### src/rtl/core/assert_macros.svh
// Assertion macros shared by the RTL of the sum-of-two-squares search.
// No dependencies; included by modules that carry concurrent assertions.
`ifndef ASSERT_MACROS_SVH
`define ASSERT_MACROS_SVH

// same-cycle implication, disabled during reset
`define ASSERT_SAME(label, clk, rst_n, ante, cons) \
	label: assert property (@(posedge clk) disable iff (!rst_n) (ante) |-> (cons)) \
		else $error("assertion failed: same-cycle implication");

// next-cycle implication, disabled during reset
`define ASSERT_NEXT(label, clk, rst_n, ante, cons) \
	label: assert property (@(posedge clk) disable iff (!rst_n) (ante) |=> (cons)) \
		else $error("assertion failed: next-cycle implication");

`endif

### src/rtl/core/sots_pkg.sv
// Package for the sum-of-two-squares search: shared types.
// No dependencies.
`default_nettype none
package sots_pkg;

	localparam int unsigned ValueW = 32;
	localparam int unsigned RootW  = 16;

	typedef struct packed {
		logic done;
		logic exact;
	} sots_sq_stat_t;

endpackage
`default_nettype wire

### src/rtl/core/sots_if.sv
// Valid/ready channel interfaces for the input value and the result.
// Depends on sots_pkg.
`default_nettype none
interface sots_value_if
	import sots_pkg::*;
();
	logic              valid;
	logic              ready;
	logic [ValueW-1:0] value;

	modport source (output valid, output value, input ready);
	modport sink   (input valid, input value, output ready);
endinterface

interface sots_result_if
	import sots_pkg::*;
();
	logic             valid;
	logic             ready;
	logic             found;
	logic [RootW-1:0] small_root;
	logic [RootW-1:0] large_root;

	modport source (output valid, output found, output small_root, output large_root,
		input ready);
	modport sink   (input valid, input found, input small_root, input large_root,
		output ready);
endinterface
`default_nettype wire

### src/rtl/core/sots_isqrt.sv
// Iterative integer square root, two bits of operand per cycle.
// Depends on sots_pkg.
`default_nettype none
module sots_isqrt
	import sots_pkg::*;
#(
	parameter int unsigned VALUE_BITS = 32
) (
	input  wire logic                          clk,
	input  wire logic                          arst_n,
	input  wire logic                          start,
	input  wire logic [VALUE_BITS-1:0]         operand,
	output logic                               busy,
	output logic [(VALUE_BITS+1)/2-1:0]        root,
	output sots_sq_stat_t                      stat
);
	localparam int unsigned NB = VALUE_BITS;
	localparam int unsigned RB = (VALUE_BITS + 1) / 2;
	localparam logic [NB-1:0] TopProbe = NB'(1) << (2 * (RB - 1));

	logic [NB-1:0] rem_q, root_q, probe_q;
	logic          busy_q, done_q;
	logic [NB:0]   trial;
	logic          ge;

	assign trial = {1'b0, root_q} + {1'b0, probe_q};
	assign ge    = {1'b0, rem_q} >= trial;

	always_ff @(posedge clk or negedge arst_n) begin
		if (!arst_n) begin
			busy_q <= 1'b0;
			done_q <= 1'b0;
		end else if (start) begin
			busy_q <= 1'b1;
			done_q <= 1'b0;
		end else if (busy_q) begin
			busy_q <= !probe_q[0];
			done_q <= probe_q[0];
		end else begin
			done_q <= 1'b0;
		end
	end

	always_ff @(posedge clk) begin
		if (start) begin
			rem_q   <= operand;
			root_q  <= '0;
			probe_q <= TopProbe;
		end else if (busy_q) begin
			if (ge) begin
				rem_q  <= rem_q - trial[NB-1:0];
				root_q <= (root_q >> 1) + probe_q;
			end else begin
				root_q <= root_q >> 1;
			end
			probe_q <= probe_q >> 2;
		end
	end

	assign busy       = busy_q;
	assign root       = root_q[RB-1:0];
	assign stat.done  = done_q;
	assign stat.exact = (rem_q == '0);
endmodule
`default_nettype wire

### src/rtl/core/sum_of_two_squares_search.sv
// Sum-of-two-squares search: smallest a with a*a + b*b = value, a <= b.
// The bound a <= isqrt(value/2) and each candidate's b = isqrt(value - a*a) both come
// from the shared square-root unit, which works on one operand at a time.
// One transaction in flight; next input taken the cycle after the result is handed to
// the output register. Asynchronous active-low reset clears control state only.
`default_nettype none
module sum_of_two_squares_search
	import sots_pkg::*;
#(
	parameter int unsigned VALUE_BITS = 32
) (
	input  wire logic     clk,
	input  wire logic     arst_n,
	sots_value_if.sink    item,
	sots_result_if.source result
);
	`include "assert_macros.svh"

	localparam int unsigned NB = VALUE_BITS;
	localparam int unsigned RB = (VALUE_BITS + 1) / 2;

	localparam logic [2:0] ST_IDLE   = 3'd0;
	localparam logic [2:0] ST_LIMIT  = 3'd1;
	localparam logic [2:0] ST_LAUNCH = 3'd2;
	localparam logic [2:0] ST_SEARCH = 3'd3;
	localparam logic [2:0] ST_FIN    = 3'd4;

	logic [2:0]       state_q;
	logic [NB-1:0]    n_q, sq_q, n_in;
	logic [RB-1:0]    limit_q, a_q, sq_root;
	logic             res_found_q;
	logic [RB-1:0]    res_b_q;
	logic             out_valid_q, out_found_q;
	logic [RootW-1:0] out_small_q, out_large_q;
	logic             accept, sq_start, sq_busy, hit, out_load;
	logic [NB-1:0]    sq_operand;
	sots_sq_stat_t    sq_stat;

	assign n_in   = NB'(item.value);
	assign accept = item.valid && item.ready;
	assign item.ready = (state_q == ST_IDLE);

	assign sq_start   = accept || (state_q == ST_LAUNCH);
	assign sq_operand = (state_q == ST_LAUNCH) ? (n_q - sq_q) : (n_in >> 1);
	assign hit        = sq_stat.exact && (sq_root >= a_q);
	assign out_load   = (state_q == ST_FIN) && (!out_valid_q || result.ready);

	sots_isqrt #(.VALUE_BITS(VALUE_BITS)) u_isqrt (
		.clk     (clk),
		.arst_n  (arst_n),
		.start   (sq_start),
		.operand (sq_operand),
		.busy    (sq_busy),
		.root    (sq_root),
		.stat    (sq_stat)
	);

	always_ff @(posedge clk or negedge arst_n) begin
		if (!arst_n) begin
			state_q     <= ST_IDLE;
			out_valid_q <= 1'b0;
		end else begin
			if (out_load) begin
				out_valid_q <= 1'b1;
			end else if (result.valid && result.ready) begin
				out_valid_q <= 1'b0;
			end
			unique case (state_q)
				ST_IDLE: if (accept) state_q <= ST_LIMIT;
				ST_LIMIT: if (sq_stat.done) state_q <= ST_LAUNCH;
				ST_LAUNCH: state_q <= ST_SEARCH;
				ST_SEARCH: begin
					if (sq_stat.done) begin
						state_q <= (hit || a_q == limit_q) ? ST_FIN : ST_LAUNCH;
					end
				end
				ST_FIN: if (out_load) state_q <= ST_IDLE;
				default: state_q <= ST_IDLE;
			endcase
		end
	end

	always_ff @(posedge clk) begin
		if (accept) n_q <= n_in;
		if (state_q == ST_LIMIT && sq_stat.done) begin
			limit_q <= sq_root;
			a_q     <= '0;
			sq_q    <= '0;
		end
		if (state_q == ST_SEARCH && sq_stat.done) begin
			res_found_q <= hit;
			res_b_q     <= sq_root;
			if (!hit && a_q != limit_q) begin
				// (a+1)^2 = a^2 + 2a + 1
				sq_q <= sq_q + NB'({a_q, 1'b1});
				a_q  <= a_q + 1'b1;
			end
		end
		if (out_load) begin
			out_found_q <= res_found_q;
			out_small_q <= res_found_q ? RootW'(a_q) : '0;
			out_large_q <= res_found_q ? RootW'(res_b_q) : '0;
		end
	end

	assign result.valid      = out_valid_q;
	assign result.found      = out_found_q;
	assign result.small_root = out_small_q;
	assign result.large_root = out_large_q;

	`ASSERT_SAME(a_within_bound, clk, arst_n,
		(state_q == ST_LAUNCH || state_q == ST_SEARCH), (a_q <= limit_q))
	`ASSERT_SAME(root_unit_idle, clk, arst_n,
		(state_q == ST_IDLE || state_q == ST_FIN), (!sq_busy))
	`ASSERT_NEXT(accept_starts_bound, clk, arst_n,
		accept, (state_q == ST_LIMIT && sq_busy))
endmodule
`default_nettype wire
### src/flat_wrapper.sv
// flat-port wrapper written by rule: the top's interface ports become plain ports
module sum_of_two_squares_search_flat import sots_pkg::*;
#(
	parameter int unsigned VALUE_BITS = 32
)
  (clk, arst_n, item_valid, item_value, item_ready, result_valid, result_found, result_small_root, result_large_root, result_ready);
  sots_value_if item_i ();
  sots_result_if result_i ();
  input  wire logic clk;
  input  wire logic arst_n;
  input wire logic [$bits(item_i.valid)-1:0] item_valid;
  input wire logic [$bits(item_i.value)-1:0] item_value;
  output wire logic [$bits(item_i.ready)-1:0] item_ready;
  output wire logic [$bits(result_i.valid)-1:0] result_valid;
  output wire logic [$bits(result_i.found)-1:0] result_found;
  output wire logic [$bits(result_i.small_root)-1:0] result_small_root;
  output wire logic [$bits(result_i.large_root)-1:0] result_large_root;
  input wire logic [$bits(result_i.ready)-1:0] result_ready;
  assign item_i.valid = item_valid;
  assign item_i.value = item_value;
  assign item_ready = item_i.ready;
  assign result_valid = result_i.valid;
  assign result_found = result_i.found;
  assign result_small_root = result_i.small_root;
  assign result_large_root = result_i.large_root;
  assign result_i.ready = result_ready;
  sum_of_two_squares_search #(.VALUE_BITS(VALUE_BITS)) u_core (.clk(clk), .arst_n(arst_n), .item(item_i), .result(result_i));
endmodule
### config.mk
export PLATFORM = sky130hd
export DESIGN_NAME = sum_of_two_squares_search_flat
export DESIGN_NICKNAME = d
export VERILOG_FILES = /design/src/rtl/core/sots_pkg.sv /design/src/rtl/core/sots_if.sv /design/src/rtl/core/sots_isqrt.sv /design/src/rtl/core/sum_of_two_squares_search.sv /design/src/flat_wrapper.sv
export VERILOG_INCLUDE_DIRS = /design/src /design/src/rtl/core
export SDC_FILE = /design/constraint.sdc
export NUM_CORES = 1
export LEC_CHECK = 0
export BUFFER_PORTS_ARGS = -buffer_cell sky130_fd_sc_hd__buf_2
export CAP_MARGIN = 40
export CORE_ASPECT_RATIO = 1.4
export CORE_MARGIN = 1.5
export CORE_UTILIZATION = 63
export DETAILED_ROUTE_END_ITERATION = 10
export PLACE_DENSITY = 0.8
export SYNTH_ARGS = -nofsm -noshare
export SYNTH_HDL_FRONTEND = slang
export SYNTH_SLANG_ARGS = --single-unit
export TNS_END_PERCENT = 10
### constraint.sdc
create_clock -name clk -period 8.05 [get_ports clk]
set_input_delay 1.61 -clock clk [delete_from_list [all_inputs] [get_ports clk]]
set_output_delay 1.61 -clock clk [all_outputs]
set_load 0.02 [all_outputs]
==> results.yml <==
run_status:
  run_status: "finished, final reports clean"
logic_synthesis:
  flip_flop_and_latch_count_after_synthesis: 232
  ys.flop_type: "edfxtp_1"
  synth_most_common_cell: "nand2_1"
  postSynthAreaPerCell_sq_um: 9.306
  synth_largest_area_cell: "edfxtp_1"
  synth-edff-count: 130
  synthesized_nets: 1802
  synthTopCellsByCount: "nand2_1 (140), edfxtp_1 (130), ha_1 (130), nor2_1 (130), a21oi_1 (112)"
  seq_area_frac_synth_pct: 39.32
  distinct_cells_synth: 74
  synth_area_sq_um: 15200
  synth.yosys.warnings: 0
  syn-instance-count: 1633
  synth_top_cells_by_area: "edfxtp_1 (26%), dfxtp_1 (13%), ha_1 (11%)"
  synth_top_area_share_pct: 25.69
  async_reset_ff_share_pct: 2.586
power:
  totalPowerFinal_uw: 7125
  power.ir.vdd_worst_uv: 283.4
  power_leakage_uw: 0.006799
  power.density_nw_per_um2: 428.8
clocking:
  cts.repair_timing.setup_buffer_count: 0
  tritoncts: "built"
  cts-root-buf: "clkbuf_16"
  cts.reportedPaths.clkPinSlew_ns: 0.07
  post_cts_hold_buffer_count: 0
  cts-htree-levels: 1
  cts_max_path_buffers: 3
  clk_latency_ns: 0.53
  post_cts.resized_instances: 0
  clock-sinks: 232
  numCtsBuffers: 24
drt:
  drt_first_pass_iters: 5
  route.detailed.vias_per_inst: 6.253
  route.vias.total: 12600
  final_wirelength_um: 37700
  avgRoutedWirePerCell_um: 18.71
  antenna_violating_nets_post_route: 0
  detail_route.iter0.violations: 701
  remaining_drc_errors: 0
sta:
  relSlewSlack_pct: 42.38
  whs_ns: 0.4718
  finalClockSkew_ns: 0.02007
  max_slew.worst_pin.slew_ns: 0.8596
  layout_min_cycle_time_ns: 5.306
  setup_viol: 0
  timing_max_transition_violations_final: 0
  final_min_period_over_clock_period_pct: 65.91
  final_hold_viol_count: 0
  rsz_0062_raised_after_global_routing: "false"
  maxClockFrequency_mhz: 188.5
  totalNegativeSetupSlack_ns: 0
setup_path:
  start_kind: "flop"
  worst_setup_path_class: "reg -> reg"
  critical_path.max_fanout: 40
  arrival_ns: 5.73
  endpoint_kind: "flop"
  critical_path_required_ns: 8.47
grt:
  globalRoute.busiestLayer: "met2"
  grtUsageTotal_pct: 30.04
  first_global_vias: 12370
  global_route.usage.met2_pct: 54.95
  met1_usage_pct: 32.43
  global_route.overflow_total: 0
  grt_pass1_wl_um: 60640
  grt_antenna_before_repair: 0
  fraction_of_met3_tracks_used_by_global_routing_pct: 3.070
  grt_max_degree: 77
final_layout:
  area_delta_synth_final_pct: 9.345
  antenna-diode-count: 0
  post_route_cells_drive_above_1_share_pct: 9.208
  finalCoreUtilization_pct: 69.80
  postLayoutCellArea_sq_um: 16620
  multiInputGateArea_sq_um: 8708
  design.final.nets: 1856
  number_of_fill_cells_in_the_layout: 1916
  ff_latch_area_sq_um: 5977
die:
  die_x_um: 134.3
  num_io_pins: 71
  die_area_sq_um: 25080
  die_extent_in_y_um: 186.8
  design.core.area_sq_um: 23810
  start_util_pct: 63.83
  placement_rows: 67
placed_design:
  buffer_ports.inserted: 70
  detailed_place.area_sq_um: 15830
  dpl.hpwl_um: 27950
  gp_routability_congestion: 0.9184
hold_path:
  hp-class: "reg -> reg"
flow_run:
  drv.max_cap_violation_count: 0
## kinds of logic (layout without fill, tap and decap cells)
| family | after synthesis | after routing | share of synthesized area (%) |
|---|---|---|---|
| compound gates | 443 | 443 | 19.09 |
| buf+inv | 135 | 207 | 3.433 |
| simple gates | 511 | 511 | 16.31 |
| mux | 52 | 52 | 3.425 |
| flops | 232 | 232 | 39.32 |
| xor+xnor | 127 | 127 | 7.319 |
| fa+ha+maj | 133 | 133 | 11.10 |
## flip-flops by register name, summed over array words and instances, names as in the netlist, 32 cells and up
register,cells
u_core.sq_q,32
u_core.n_q,32
u_core.u_isqrt.rem_q,32
u_core.u_isqrt.root_q,32
## worst paths after layout
kind	startpoint	endpoint	slack, ns	depth (start not counted)
max	u_core.u_isqrt.root_q[2]$_SDFFE_PN0P_	u_core.u_isqrt.root_q[7]$_SDFFE_PN0P_	2.74	21
max in group asynchronous	arst_n	u_core.u_isqrt.busy$_DFF_PN0_	6.97	1
max reg2reg	u_core.u_isqrt.root_q[2]$_SDFFE_PN0P_	u_core.u_isqrt.root_q[7]$_SDFFE_PN0P_	2.74	21
min in group asynchronous	arst_n	u_core.result.valid$_DFFE_PN0P_	0.91	1
min reg2reg	u_core.sq_q[18]$_DFF_P_	u_core.sq_q[18]$_DFF_P_	0.47	1
min	u_core.sq_q[18]$_DFF_P_	u_core.sq_q[18]$_DFF_P_	0.47	1
## worst max-delay path, stage by stage, from the launching register on
cell      delay [ns]
dfxtp_1         0.47
ha_1            0.33
a31oi_1         0.27
o21bai_1        0.16
a31oi_1         0.32
o21ai_1         0.19
a21oi_1         0.34
o311ai_1        0.17
a31oi_1         0.26
nor2_1          0.08
nor2_1          0.11
xor2_1          0.16
ha_1            0.29
nand2_1         0.12
nor4_1          0.07
nand4_1         0.11
nand2_1         0.10
o31ai_4         0.65
buf_4           0.49
nor2b_1         0.11
xnor2_1         0.14
a211oi_1        0.26
## through the flow
step	setup slack, ns	instances
4_1_cts	2.725	2015
3_3_place_gp	2.959	1970
2_1_floorplan	1.463	1633
5_1_grt	2.234	2015
6_report	2.744	2015
3_5_place_dp	2.755	1971
## power by group
part | switching (uW) | internal, uW
logic | 2310 | 1660
clock network | 486 | 633
registers | 336 | 1710
total | 3130 | 4000
## per-layer routing
layer,wire (um),up-vias,part of all wire [%]
met5,0,-,0
met4,2547,0,6.8
met3,1685,152,4.5
met2,19380,411,51
met1,14090,5936,37
li1,-,6100,-
## cell usage in the layout (no fill, tap or decap), drive strengths merged, types with 6 or more instances in the layout
master  count
a21o       43
clkinv      6
o21bai     13
edfxtp    130
a22oi       8
o21a       18
nor4       18
or3         8
ha        130
a211o       7
o22ai       7
buf        83
nand4      27
nand2     140
o21ai     100
o211ai      6
dfxtp      96
nor2      131
a31o        6
clkbuf     33
nor3       26
inv        81
xor2       68
a21oi     118
a211oi     42
and2       39
and3       23
nand3      42
nor2b      17
a31oi      27
xnor2      59
a221o       6
nand2b     20
o31ai       8
mux2i      52
dfrtp       6
## cell type report
class	instances	share of cell area, %
multi-input combinational	1266	52.41
tap	310	2.334
clock buffer	33	4.126
clock inverter	11	0.5873
sequential	232	35.97
inverter	80	1.807
timing repair buffer	83	2.771
(Power assumes the default switching activity.)
